[src/sv/octn_pkg.sv]
package octn_pkg;

    // Default widths of the vector components and of the output codes.
    localparam int DEF_COMPONENT_BITS = 16;
    localparam int DEF_CODE_BITS      = 8;

endpackage

[src/sv/octn_if.sv]
// Request channel carrying one normal vector.
interface octn_in_if #(
    parameter int COMPONENT_BITS = octn_pkg::DEF_COMPONENT_BITS
);
    logic                             valid;
    logic                             ready;
    logic signed [COMPONENT_BITS-1:0] normal_x;
    logic signed [COMPONENT_BITS-1:0] normal_y;
    logic signed [COMPONENT_BITS-1:0] normal_z;

    modport source (output valid, output normal_x, output normal_y, output normal_z,
                    input ready);
    modport sink   (input valid, input normal_x, input normal_y, input normal_z,
                    output ready);
endinterface

// Result channel carrying one pair of octahedral codes.
interface octn_out_if #(
    parameter int CODE_BITS = octn_pkg::DEF_CODE_BITS
);
    logic                 valid;
    logic                 ready;
    logic [CODE_BITS-1:0] oct_u;
    logic [CODE_BITS-1:0] oct_v;
    logic                 zero_vector;

    modport source (output valid, output oct_u, output oct_v, output zero_vector,
                    input ready);
    modport sink   (input valid, input oct_u, input oct_v, input zero_vector,
                    output ready);
endinterface

[src/sv/octn_prep.sv]
// Two-stage front end: L1 norm, fold, and the scaled numerators and the
// divisor handed to the division chain.
module octn_prep #(
    parameter int COMPONENT_BITS = octn_pkg::DEF_COMPONENT_BITS,
    parameter int CODE_BITS      = octn_pkg::DEF_CODE_BITS,
    parameter int NW             = COMPONENT_BITS + 2 + CODE_BITS,
    parameter int DW             = COMPONENT_BITS + 2
) (
    input  logic                             i_clk,
    input  logic                             i_rst_n,
    input  logic                             i_valid,
    output logic                             o_ready,
    input  logic signed [COMPONENT_BITS-1:0] i_x,
    input  logic signed [COMPONENT_BITS-1:0] i_y,
    input  logic signed [COMPONENT_BITS-1:0] i_z,
    output logic                             o_valid,
    input  logic                             i_ready,
    output logic [NW-1:0]                    o_num_u,
    output logic [NW-1:0]                    o_num_v,
    output logic [DW-1:0]                    o_den,
    output logic                             o_zero
);
    localparam int W  = COMPONENT_BITS;
    localparam int SW = W + 1;
    localparam int PW = W + 2;

    // Stage A registers.
    logic                r_a_valid;
    logic signed [W-1:0] r_x, r_y;
    logic [W-1:0]        r_ax, r_ay;
    logic [SW-1:0]       r_s;
    logic                r_zneg;

    // Stage B registers.
    logic          r_b_valid;
    logic [NW-1:0] r_num_u, r_num_v;
    logic [DW-1:0] r_den;
    logic          r_zero;

    logic          a_ready, b_ready;
    logic [W-1:0]  ax, ay, az;
    logic [SW-1:0] s_sum;
    logic [PW-1:0] s_dbl, x_ext, y_ext, p_u, p_v;
    logic          s_zero;

    assign b_ready = !r_b_valid || i_ready;
    assign a_ready = !r_a_valid || b_ready;
    assign o_ready = a_ready;

    // Magnitudes and the L1 norm. The most negative value maps to its
    // correct unsigned magnitude.
    always_comb begin
        ax    = i_x[W-1] ? (W'(0) - W'(i_x)) : W'(i_x);
        ay    = i_y[W-1] ? (W'(0) - W'(i_y)) : W'(i_y);
        az    = i_z[W-1] ? (W'(0) - W'(i_z)) : W'(i_z);
        s_sum = SW'(ax) + SW'(ay) + SW'(az);
    end

    always_ff @(posedge i_clk) begin
        if (!i_rst_n) begin
            r_a_valid <= 1'b0;
        end else if (a_ready) begin
            r_a_valid <= i_valid;
        end
        if (i_valid && a_ready) begin
            r_x    <= i_x;
            r_y    <= i_y;
            r_ax   <= ax;
            r_ay   <= ay;
            r_s    <= s_sum;
            r_zneg <= i_z[W-1];
        end
    end

    // Offset coordinate p = a + s in [0, 2s]. In the lower half the fold
    // gives 2s - |y| for a non-negative x and |y| for a negative one.
    always_comb begin
        s_dbl  = {r_s, 1'b0};
        x_ext  = {{(PW-W){r_x[W-1]}}, r_x};
        y_ext  = {{(PW-W){r_y[W-1]}}, r_y};
        s_zero = (r_s == '0);
        if (!r_zneg) begin
            p_u = x_ext + PW'(r_s);
            p_v = y_ext + PW'(r_s);
        end else begin
            p_u = r_x[W-1] ? PW'(r_ay) : (s_dbl - PW'(r_ay));
            p_v = r_y[W-1] ? PW'(r_ax) : (s_dbl - PW'(r_ax));
        end
    end

    // Numerator p * (2^CODE_BITS - 1); a zero vector divides 0 by 1.
    always_ff @(posedge i_clk) begin
        if (!i_rst_n) begin
            r_b_valid <= 1'b0;
        end else if (b_ready) begin
            r_b_valid <= r_a_valid;
        end
        if (r_a_valid && b_ready) begin
            r_num_u <= (NW'(p_u) << CODE_BITS) - NW'(p_u);
            r_num_v <= (NW'(p_v) << CODE_BITS) - NW'(p_v);
            r_den   <= s_zero ? DW'(1) : DW'(s_dbl);
            r_zero  <= s_zero;
        end
    end

    assign o_valid = r_b_valid;
    assign o_num_u = r_num_u;
    assign o_num_v = r_num_v;
    assign o_den   = r_den;
    assign o_zero  = r_zero;
endmodule

[src/sv/octn_cell.sv]
// One restoring-division cell: settles quotient bit BIT of both codes.
module octn_cell #(
    parameter int NW  = 26,
    parameter int DW  = 18,
    parameter int CW  = octn_pkg::DEF_CODE_BITS,
    parameter int BIT = 0
) (
    input  logic          i_clk,
    input  logic          i_rst_n,
    input  logic          i_valid,
    output logic          o_ready,
    input  logic [NW-1:0] i_rem_u,
    input  logic [NW-1:0] i_rem_v,
    input  logic [DW-1:0] i_den,
    input  logic [CW-1:0] i_q_u,
    input  logic [CW-1:0] i_q_v,
    input  logic          i_zero,
    output logic          o_valid,
    input  logic          i_ready,
    output logic [NW-1:0] o_rem_u,
    output logic [NW-1:0] o_rem_v,
    output logic [DW-1:0] o_den,
    output logic [CW-1:0] o_q_u,
    output logic [CW-1:0] o_q_v,
    output logic          o_zero
);
    logic          r_valid;
    logic [NW-1:0] r_rem_u, r_rem_v;
    logic [DW-1:0] r_den;
    logic [CW-1:0] r_q_u, r_q_v;
    logic          r_zero;

    logic [NW-1:0] n_rem_u, n_rem_v;
    logic [CW-1:0] n_q_u, n_q_v;
    logic [NW-1:0] den_sh;
    logic          ge_u, ge_v;
    logic          up_ready;

    assign up_ready = !r_valid || i_ready;
    assign o_ready  = up_ready;

    // Trial subtraction of the divisor shifted to this bit position.
    always_comb begin
        den_sh  = NW'(i_den) << BIT;
        ge_u    = (i_rem_u >= den_sh);
        ge_v    = (i_rem_v >= den_sh);
        n_rem_u = ge_u ? (i_rem_u - den_sh) : i_rem_u;
        n_rem_v = ge_v ? (i_rem_v - den_sh) : i_rem_v;
        n_q_u   = i_q_u | (CW'(ge_u) << BIT);
        n_q_v   = i_q_v | (CW'(ge_v) << BIT);
    end

    always_ff @(posedge i_clk) begin
        if (!i_rst_n) begin
            r_valid <= 1'b0;
        end else if (up_ready) begin
            r_valid <= i_valid;
        end
        if (i_valid && up_ready) begin
            r_rem_u <= n_rem_u;
            r_rem_v <= n_rem_v;
            r_den   <= i_den;
            r_q_u   <= n_q_u;
            r_q_v   <= n_q_v;
            r_zero  <= i_zero;
        end
    end

    assign o_valid = r_valid;
    assign o_rem_u = r_rem_u;
    assign o_rem_v = r_rem_v;
    assign o_den   = r_den;
    assign o_q_u   = r_q_u;
    assign o_q_v   = r_q_v;
    assign o_zero  = r_zero;
endmodule

[src/sv/octahedral_normal_encoder_unit.sv]
// Channel   Dir   Port   Payload
// vector    in    i_in   normal_x, normal_y, normal_z (COMPONENT_BITS, signed)
// codes     out   o_out  oct_u, oct_v (CODE_BITS), zero_vector
//
// One vector is taken per cycle when nothing stalls. Two front-end
// stages form the norm, the fold and the numerators, then a chain of
// CODE_BITS division cells settles one quotient bit of both codes each.
// Every stage moves when it is empty or its successor moves, so bubbles
// close up behind a stalled output. Reset clears only the valid bits
// of the stages.
module octahedral_normal_encoder_unit #(
    parameter int COMPONENT_BITS = octn_pkg::DEF_COMPONENT_BITS,
    parameter int CODE_BITS      = octn_pkg::DEF_CODE_BITS
) (
    input  logic i_clk,
    input  logic i_rst_n,
    octn_in_if.sink    i_in,
    octn_out_if.source o_out
);
    localparam int CW = CODE_BITS;
    localparam int DW = COMPONENT_BITS + 2;
    localparam int NW = COMPONENT_BITS + 2 + CODE_BITS;

    logic          valid [0:CW];
    logic          ready [0:CW];
    logic [NW-1:0] rem_u [0:CW];
    logic [NW-1:0] rem_v [0:CW];
    logic [DW-1:0] den   [0:CW];
    logic [CW-1:0] q_u   [0:CW];
    logic [CW-1:0] q_v   [0:CW];
    logic          zero  [0:CW];

    // Norm, fold and numerator stages.
    octn_prep #(
        .COMPONENT_BITS (COMPONENT_BITS),
        .CODE_BITS      (CODE_BITS),
        .NW             (NW),
        .DW             (DW)
    ) u_prep (
        .i_clk   (i_clk),
        .i_rst_n (i_rst_n),
        .i_valid (i_in.valid),
        .o_ready (i_in.ready),
        .i_x     (i_in.normal_x),
        .i_y     (i_in.normal_y),
        .i_z     (i_in.normal_z),
        .o_valid (valid[0]),
        .i_ready (ready[0]),
        .o_num_u (rem_u[0]),
        .o_num_v (rem_v[0]),
        .o_den   (den[0]),
        .o_zero  (zero[0])
    );

    assign q_u[0] = '0;
    assign q_v[0] = '0;

    // Division chain, most significant quotient bit first.
    for (genvar k = 0; k < CW; k++) begin : g_cell
        octn_cell #(
            .NW  (NW),
            .DW  (DW),
            .CW  (CW),
            .BIT (CW - 1 - k)
        ) u_cell (
            .i_clk   (i_clk),
            .i_rst_n (i_rst_n),
            .i_valid (valid[k]),
            .o_ready (ready[k]),
            .i_rem_u (rem_u[k]),
            .i_rem_v (rem_v[k]),
            .i_den   (den[k]),
            .i_q_u   (q_u[k]),
            .i_q_v   (q_v[k]),
            .i_zero  (zero[k]),
            .o_valid (valid[k+1]),
            .i_ready (ready[k+1]),
            .o_rem_u (rem_u[k+1]),
            .o_rem_v (rem_v[k+1]),
            .o_den   (den[k+1]),
            .o_q_u   (q_u[k+1]),
            .o_q_v   (q_v[k+1]),
            .o_zero  (zero[k+1])
        );
    end

    // The last cell's registers are the output register.
    assign o_out.valid       = valid[CW];
    assign ready[CW]         = o_out.ready;
    assign o_out.oct_u       = q_u[CW];
    assign o_out.oct_v       = q_v[CW];
    assign o_out.zero_vector = zero[CW];

    // A zero vector always comes out with both codes cleared.
    a_zero_codes : assert property (@(posedge i_clk) disable iff (!i_rst_n)
        (o_out.valid && o_out.zero_vector) |-> (o_out.oct_u == '0 && o_out.oct_v == '0))
        else $error("zero vector with nonzero codes");

    // When the output drains, the whole chain advances and takes a request.
    a_chain_ready : assert property (@(posedge i_clk)
        o_out.ready |-> i_in.ready)
        else $error("input stalled while output is ready");

    // The final remainder is always below the divisor.
    a_rem_done : assert property (@(posedge i_clk) disable iff (!i_rst_n)
        valid[CW] |-> (rem_u[CW] < NW'(den[CW]) && rem_v[CW] < NW'(den[CW])))
        else $error("division left an oversized remainder");
endmodule
[src/flat_wrapper.sv]
// flat-port wrapper written by rule: the top's interface ports become plain ports
module octahedral_normal_encoder_unit_flat 
#(
    parameter int COMPONENT_BITS = octn_pkg::DEF_COMPONENT_BITS,
    parameter int CODE_BITS      = octn_pkg::DEF_CODE_BITS
)
  (i_clk, i_rst_n, i_in_valid, i_in_normal_x, i_in_normal_y, i_in_normal_z, i_in_ready, o_out_valid, o_out_oct_u, o_out_oct_v, o_out_zero_vector, o_out_ready);
  octn_in_if #(.COMPONENT_BITS(COMPONENT_BITS)) i_in_i ();
  octn_out_if #(.CODE_BITS(CODE_BITS)) o_out_i ();
  input  logic i_clk;
  input  logic i_rst_n;
  input wire logic [$bits(i_in_i.valid)-1:0] i_in_valid;
  input wire logic [$bits(i_in_i.normal_x)-1:0] i_in_normal_x;
  input wire logic [$bits(i_in_i.normal_y)-1:0] i_in_normal_y;
  input wire logic [$bits(i_in_i.normal_z)-1:0] i_in_normal_z;
  output wire logic [$bits(i_in_i.ready)-1:0] i_in_ready;
  output wire logic [$bits(o_out_i.valid)-1:0] o_out_valid;
  output wire logic [$bits(o_out_i.oct_u)-1:0] o_out_oct_u;
  output wire logic [$bits(o_out_i.oct_v)-1:0] o_out_oct_v;
  output wire logic [$bits(o_out_i.zero_vector)-1:0] o_out_zero_vector;
  input wire logic [$bits(o_out_i.ready)-1:0] o_out_ready;
  assign i_in_i.valid = i_in_valid;
  assign i_in_i.normal_x = i_in_normal_x;
  assign i_in_i.normal_y = i_in_normal_y;
  assign i_in_i.normal_z = i_in_normal_z;
  assign i_in_ready = i_in_i.ready;
  assign o_out_valid = o_out_i.valid;
  assign o_out_oct_u = o_out_i.oct_u;
  assign o_out_oct_v = o_out_i.oct_v;
  assign o_out_zero_vector = o_out_i.zero_vector;
  assign o_out_i.ready = o_out_ready;
  octahedral_normal_encoder_unit #(.COMPONENT_BITS(COMPONENT_BITS), .CODE_BITS(CODE_BITS)) u_core (.i_clk(i_clk), .i_rst_n(i_rst_n), .i_in(i_in_i), .o_out(o_out_i));
endmodule
[config.mk]
export PLATFORM = sky130hd
export DESIGN_NAME = octahedral_normal_encoder_unit_flat
export DESIGN_NICKNAME = d
export VERILOG_FILES = /design/src/sv/octn_pkg.sv /design/src/sv/octn_if.sv /design/src/sv/octn_prep.sv /design/src/sv/octn_cell.sv /design/src/sv/octahedral_normal_encoder_unit.sv /design/src/flat_wrapper.sv
export SDC_FILE = /design/constraint.sdc
export NUM_CORES = 2
export LEC_CHECK = 0
export ABC_CLOCK_PERIOD_IN_PS = 11000
export BUFFER_PORTS_ARGS = -buffer_cell sky130_fd_sc_hd__buf_2
export CORE_MARGIN = 2
export CORE_UTILIZATION = 35
export DETAILED_ROUTE_END_ITERATION = 16
export PLACE_DENSITY = 0.56
export RECOVER_POWER = 25
export SYNTH_ARGS = -nofsm -noshare
export SYNTH_HDL_FRONTEND = slang
export SYNTH_SLANG_ARGS = --single-unit
[constraint.sdc]
create_clock -name i_clk -period 11 [get_ports i_clk]
set_input_delay 2.2 -clock i_clk [delete_from_list [all_inputs] [get_ports i_clk]]
set_output_delay 2.2 -clock i_clk [all_outputs]
set_load 0.05 [all_outputs]
# Word-level counts from Yosys, hierarchy flattened
# Cells that the tools add are included.
dict set report totals {
  inputBits 52
  out_inout_bits 19
  elab_cells 174
  register_bits 775
}
dict set report op_classes {
  n_bitwise 14
  muxes 22
  n_reduce_logical 31
  magnitude_cmp 16
  addsub 25
}
# operator count
set op_table {}
lappend op_table {{two-way mux 26 bit} 14}
lappend op_table {{two-way mux 18 bit} 4}
lappend op_table {{greater-or-equal comparator 26 x 18 -> 1 bit} 2}
lappend op_table {{greater-or-equal comparator 26 x 19 -> 1 bit} 2}
lappend op_table {{greater-or-equal comparator 26 x 20 -> 1 bit} 2}
lappend op_table {{greater-or-equal comparator 26 x 21 -> 1 bit} 2}
lappend op_table {{greater-or-equal comparator 26 x 22 -> 1 bit} 2}
lappend op_table {{greater-or-equal comparator 26 x 23 -> 1 bit} 2}
lappend op_table {{greater-or-equal comparator 26 x 24 -> 1 bit} 2}
lappend op_table {{greater-or-equal comparator 26 x 25 -> 1 bit} 2}
lappend op_table {{subtractor 26 x 18 -> 26 bit} 2}
lappend op_table {{subtractor 26 x 19 -> 26 bit} 2}
lappend op_table {{subtractor 26 x 20 -> 26 bit} 2}
lappend op_table {{subtractor 26 x 21 -> 26 bit} 2}
lappend op_table {{subtractor 26 x 22 -> 26 bit} 2}
lappend op_table {{subtractor 26 x 23 -> 26 bit} 2}
lappend op_table {{subtractor 26 x 24 -> 26 bit} 2}
lappend op_table {{subtractor 26 x 25 -> 26 bit} 2}
lappend op_table {{two-way mux 16 bit} 3}
lappend op_table {{subtractor 1 x 16 -> 16 bit (first input constant)} 3}
lappend op_table {{adder 18 x 17 -> 18 bit} 2}
lappend op_table {{subtractor 18 x 16 -> 18 bit} 2}
lappend op_table {{adder 16 x 16 -> 17 bit} 1}
lappend op_table {{adder 17 x 16 -> 17 bit} 1}
lappend op_table {{12 further kinds} 46}

# Depth between registers and ports, before layout
dict set report logic_depth {
  word_depth 12
  depth_mapped 23
  depth_no_buf 23
}

# Cells and area by module
# From an unflattened synthesis, not the netlist that was laid out.
dict set report unflattened {
  hier_cells 5200
  hier_area_um2 54861.4
}
# mod n_inst area_per_inst_um2 seq_area_each_um2 cells_per_inst
set modules_own_cells {}
lappend modules_own_cells {octn_prep 1 12662.1 4544.4 1335}
lappend modules_own_cells {{octn_cell (u_core.g_cell[5].u_cell)} 1 5504.0 2632.5 514}
lappend modules_own_cells {{octn_cell (u_core.g_cell[7].u_cell)} 1 5358.9 2632.5 498}
lappend modules_own_cells {{octn_cell (u_core.g_cell[3].u_cell)} 1 5343.9 2632.5 501}
lappend modules_own_cells {{octn_cell (u_core.g_cell[6].u_cell)} 1 5327.6 2632.5 506}
lappend modules_own_cells {{octn_cell (u_core.g_cell[0].u_cell)} 1 5280.1 2632.5 470}
lappend modules_own_cells {{octn_cell (u_core.g_cell[4].u_cell)} 1 5243.8 2632.5 476}
lappend modules_own_cells {{octn_cell (u_core.g_cell[2].u_cell)} 1 5079.9 2632.5 447}
lappend modules_own_cells {{octn_cell (u_core.g_cell[1].u_cell)} 1 5057.4 2632.5 452}
lappend modules_own_cells {octahedral_normal_encoder_unit 1 3.8 0.0 1}

# Least setup slack after synthesis
# Ideal clock, no wire load.
dict set report synth_timing {
  path_kind {input port to flip-flop}
  startpoint {input port o_out_ready}
  endpoint {register u_core.g_cell[6].u_cell.r_den[0] (enable)}
  stages 2
  arrival_time_ns 8.376
  setup_slack_ns 1.969
  path_buffers 0
  cell_sequence {nor2b_1 -> a21boi_0}
}
dict set report synth_between {
  elab_chain_cells 3
}
# item line
set synth_lines {}
lappend synth_lines {{start: declaration} flat_wrapper.sv:21} ;# input wire logic [$bits(o_out_i.ready)-1:0] o_out_ready;
lappend synth_lines {{logical OR 1 bit (2 in series)} octn_cell.sv:39} ;# assign up_ready = !r_valid || i_ready;
lappend synth_lines {{logical AND 1 bit} octn_cell.sv:59} ;# if (i_valid && up_ready) begin
lappend synth_lines {{end signal: assignment} octn_cell.sv:62} ;# r_den <= i_den;
lappend synth_lines {{end: declaration} octn_cell.sv:29} ;# logic [DW-1:0] r_den;
# Every way passes these cells.
# A chain may end at the register's enable or synchronous reset.

# Final worst setup path
dict set report layout_timing {
  startpoint {register u_core.u_prep.r_zneg}
  endpoint {register u_core.u_prep.r_num_u[19] (netlist: u_core.u_prep.o_num_u[19]) (data pin)}
}
dict set report layout_between {
  elab_chain_cells 2
}
# item line
set layout_lines {}
lappend layout_lines {{start: declaration} octn_prep.sv:32} ;# logic r_zneg;
lappend layout_lines {{start signal: assignment} octn_prep.sv:71} ;# r_zneg <= i_z[W-1];
lappend layout_lines {{two-way mux 18 bit} octn_prep.sv:82} ;# if (!r_zneg) begin
lappend layout_lines {{subtractor 26 x 18 -> 26 bit} octn_prep.sv:99} ;# r_num_u <= (NW'(p_u) << CODE_BITS) - NW'(p_u);
lappend layout_lines {{end signal: assignment} octn_prep.sv:99}
lappend layout_lines {{end: declaration} octn_prep.sv:36} ;# logic [NW-1:0] r_num_u, r_num_v;
# Every way passes these cells.

==> flow_summary.json <==
{
  "min_from": "u_core.g_cell[6].u_cell.o_q_u[6]",
  "via_per_inst": 5.11,
  "min_path_cells": 0,
  "setup_ws_ns": 4.40,
  "max-clock-path-buffers": 3,
  "synth_area_leaders": "edfxtp_1 46%, ha_1 11%, xnor2_1 4.0%",
  "p_switching_uw": 3420,
  "hp-class": "register to register",
  "outcome": "finished with violations",
  "place_inst": 6166,
  "htreeDepth": 3,
  "diodes": 0,
  "cts_root_buffer": "clkbuf_16",
  "cts_hold_buf": 0,
  "fp.dieArea_um2": 135000,
  "drc": 0,
  "gp_congestion": 0.901,
  "cts.sinks": 723,
  "ys_seq_area_share_pct": 46.7,
  "regToRegSetupSlack_ns": 4.40,
  "syn_nets": 4883,
  "startpoint_type": "register",
  "syn_area_um2": 46300,
  "violations": "max-capacitance violations, max-slew violations",
  "hold_viol": 0,
  "cts.clk_slew.worst_paths_ns": 0.06,
  "start_util_pct": 35.3,
  "hold_ws_ns": 0.417,
  "finalNetCount": 4978,
  "worst_path_max_delay_cell": "clkbuf_1",
  "cp_max_fo": 36,
  "cp-end-kind": "register",
  "antenna_left": 0,
  "ys_types": 102,
  "p_clk_share_pct": 30.2,
  "rows": 133,
  "final_core_util_pct": 39.4,
  "hpwl_mm": 96.3,
  "grt_pass1_vias": 32247,
  "yosysWarnings": 0,
  "dp_slack_ns": 4.26,
  "synth_commonest_cells": "713 x edfxtp_1, 392 x ha_1, 356 x inv_1",
  "core_um2": 131000,
  "synth_top_cell_by_area": "edfxtp_1",
  "grt_max_degree": 81,
  "period_share_pct": 60.0,
  "setup_viol": 0,
  "cp.depth": 16,
  "maxCapViolCount": 3,
  "fill_cells": 12735,
  "r2r-start": "u_core.u_prep.r_zneg",
  "syn-instance-count": 4404,
  "cts_tree": "built",
  "tightest_slew_ns": 2.06,
  "post_cts_buffers": 0,
  "ys.flop_type": "edfxtp_1",
  "internal-power_uw": 6640,
  "async_reset_ff_share_pct": 0,
  "insertion_delay_ns": 0.70,
  "antenna_found_initial": 0,
  "relSlewSlack_pct": -38.8,
  "overflow": 0,
  "yosysMostFrequentCell": "edfxtp_1",
  "via_count": 32305,
  "drt_first_pass_iters": 6,
  "period_minus_slack_ns": 6.60,
  "synth_enable_flop_cells": 713,
  "grt_pass1_wl_mm": 184,
  "crit_path_max_incr_delay_ns": 1.43,
  "die_h_um": 368,
  "grt_util_all_layers_pct": 17.6,
  "crit_chain": "clkbuf_1, inv_1, and3_1, mux2_2, a211oi_1, inv_1, ha_1, and3_1, nand2_1, inv_1, nand3_1, o31ai_1, nand4_1, a31oi_1, nor3_1, xnor2_1",
  "critPathBufInv": 4,
  "drt_iter0_drc": 1746,
  "slew_violations": 69,
  "worstPathArrival_ns": 7.03,
  "port_buffers": 70,
  "io_pins": 71,
  "synth_top_cell_area_share_pct": 46.3,
  "reg2reg_to": "u_core.u_prep.o_num_u[19]",
  "synth_seq_cells": 723,
  "syn_avg_cell_area_um2": 10.5,
  "layout-drive-gt1-share_pct": 6.70,
  "power_density_nw_per_um2": 195,
  "rsz0062_at_grt": "no",
  "fin_skew_ns": 0.0312,
  "worstHoldEndpoint": "u_core.g_cell[7].u_cell.o_q_u[6]",
  "p_seq_share_pct": 35.7,
  "max_freq_ghz": 0.152,
  "numCtsBuffers": 86,
  "post_cts_resized": 0,
  "cp_common_cell": "inv_1",
  "switching_share_pct": 34.0,
  "final_cells": 6324,
  "drt-total-wl_mm": 120,
  "setup.worst_path.class": "register to register",
  "cp_top_family": "buffers and inverters",
  "peakVddDrop_v": 0.000128,
  "die_x_um": 368,
  "comb_power_share_pct": 34.2,
  "required_ns": 11.43,
  "tns_ns": 0,
  "rr_worst_depth": 16,
  "area_growth_pct": 11.7,
  "wire_per_inst_um": 19.0,
  "p_leak_uw": 0.0197
}
-- kinds of logic (layout without fill, tap and decap cells) --
group	after synthesis	in the layout	share of synthesized area, %
xor gates and xnor gates	348	348	6.59
DFF	723	723	46.7
buffers and inverters	451	616	3.80
and+or+nand+nor	1269	1269	13.6
adders and majority gates	427	427	12.1
muxes	62	62	1.48
AOI/OAI and AO/OA	1124	1124	15.8
-- cell type report --
class                      count  area (um2)  area share (%)
clock inverter                57         768            1.49
tap                         1755        2200            4.25
timing repair buffer          98         504           0.975
sequential                   723       21600            41.8
inverter                     360        1350            2.61
multi-input combinational   3230       23000            44.5
clock buffer                 101        2250            4.35
-- placed cells by master (no fill, tap or decap), types with 17 or more instances in the layout --
cell       count
a211oi_1      37
a21boi_0      26
a21o_1       107
a21oi_1      291
a31oi_1       31
and3_1        32
buf_2         37
buf_4         24
clkbuf_1      48
clkbuf_16     86
edfxtp_1     713
fa_1          35
ha_1         392
inv_1        357
mux2_2        38
mux2i_1       18
nand2_1      344
nand2b_1      71
nand3_1       69
nand4_1       45
nand4b_1      17
nor2_1       324
nor2b_1       77
nor3_1       104
nor4_1        43
o211ai_1      32
o21a_1        47
o21ai_0      287
o21bai_1      24
o31ai_1       58
or3_1         32
xnor2_1      213
xor2_1       135
-- how the worst max path moves through the flow --
stage / startpoint / end / slack (ns)
after CTS: o_out_ready / i_in_ready / 4.25
final: u_core.u_prep.r_zneg / u_core.u_prep.o_num_u[19] / 4.40
after global placement: o_out_ready / i_in_ready / 4.31
after floorplan: o_out_ready / u_core.g_cell[6].u_cell.o_den[0] / 1.97
after global routing: u_core.u_prep.r_zneg / u_core.u_prep.o_num_u[19] / 4.13
after detailed placement: o_out_ready / i_in_ready / 4.26
-- sequential cells by signal, summed over array words and instances, names as in the netlist, 15 cells and up --
register                      flops
u_core.u_prep.r_ax               15
u_core.u_prep.o_num_u            26
u_core.g_cell.u_cell.o_rem_u    182
u_core.u_prep.r_y                16
u_core.g_cell.u_cell.o_den      126
u_core.u_prep.r_x                16
u_core.g_cell.u_cell.o_q_u       36
u_core.g_cell.u_cell.o_rem_v    182
u_core.u_prep.r_ay               15
u_core.u_prep.o_num_v            26
u_core.u_prep.o_den              18
u_core.g_cell.u_cell.o_q_v       36
u_core.u_prep.r_s                17
-- routing by layer --
layer | GRT usage [%] | wire length, um | share of wire [%]
met1 | 19.0 | 47300 | 39
met2 | 32.8 | 62000 | 52
met3 | 1.92 | 3030 | 2.5
met4 | 10.7 | 7800 | 6.5
met5 | 0 | 0 | 0
-- power groups by stage --
stage / Sequential, uW / Clock (uW) / Combinational [uW]
2_1_floorplan: 3500 / 0 / 2710
3_3_place_gp: 3640 / 0 / 3380
3_5_place_dp: 3640 / 0 / 3410
4_1_cts: 3580 / 3120 / 3420
5_1_grt: 3600 / 3230 / 3850
6_report: 3590 / 3030 / 3440
-- through the flow --
stage | area, um2 | total power, uW
global route | 51700 | 10700
finish | 51700 | 10100
floorplan | 46300 | 6210
global placement | 48800 | 7020
CTS | 51800 | 10100
detailed placement | 48800 | 7050
-- worst register-to-register path, cell delays in order (launching register included) --
cell      delay [ns]
edfxtp_1        0.32
clkbuf_1        1.43
inv_1           1.25
and3_1          0.49
mux2_2          0.26
a211oi_1        0.43
inv_1           0.20
ha_1            0.43
and3_1          0.22
nand2_1         0.10
inv_1           0.09
nand3_1         0.08
o31ai_1         0.37
nand4_1         0.16
a31oi_1         0.28
nor3_1          0.10
xnor2_1         0.15
Note: power is estimated with default switching activity, not from simulation.
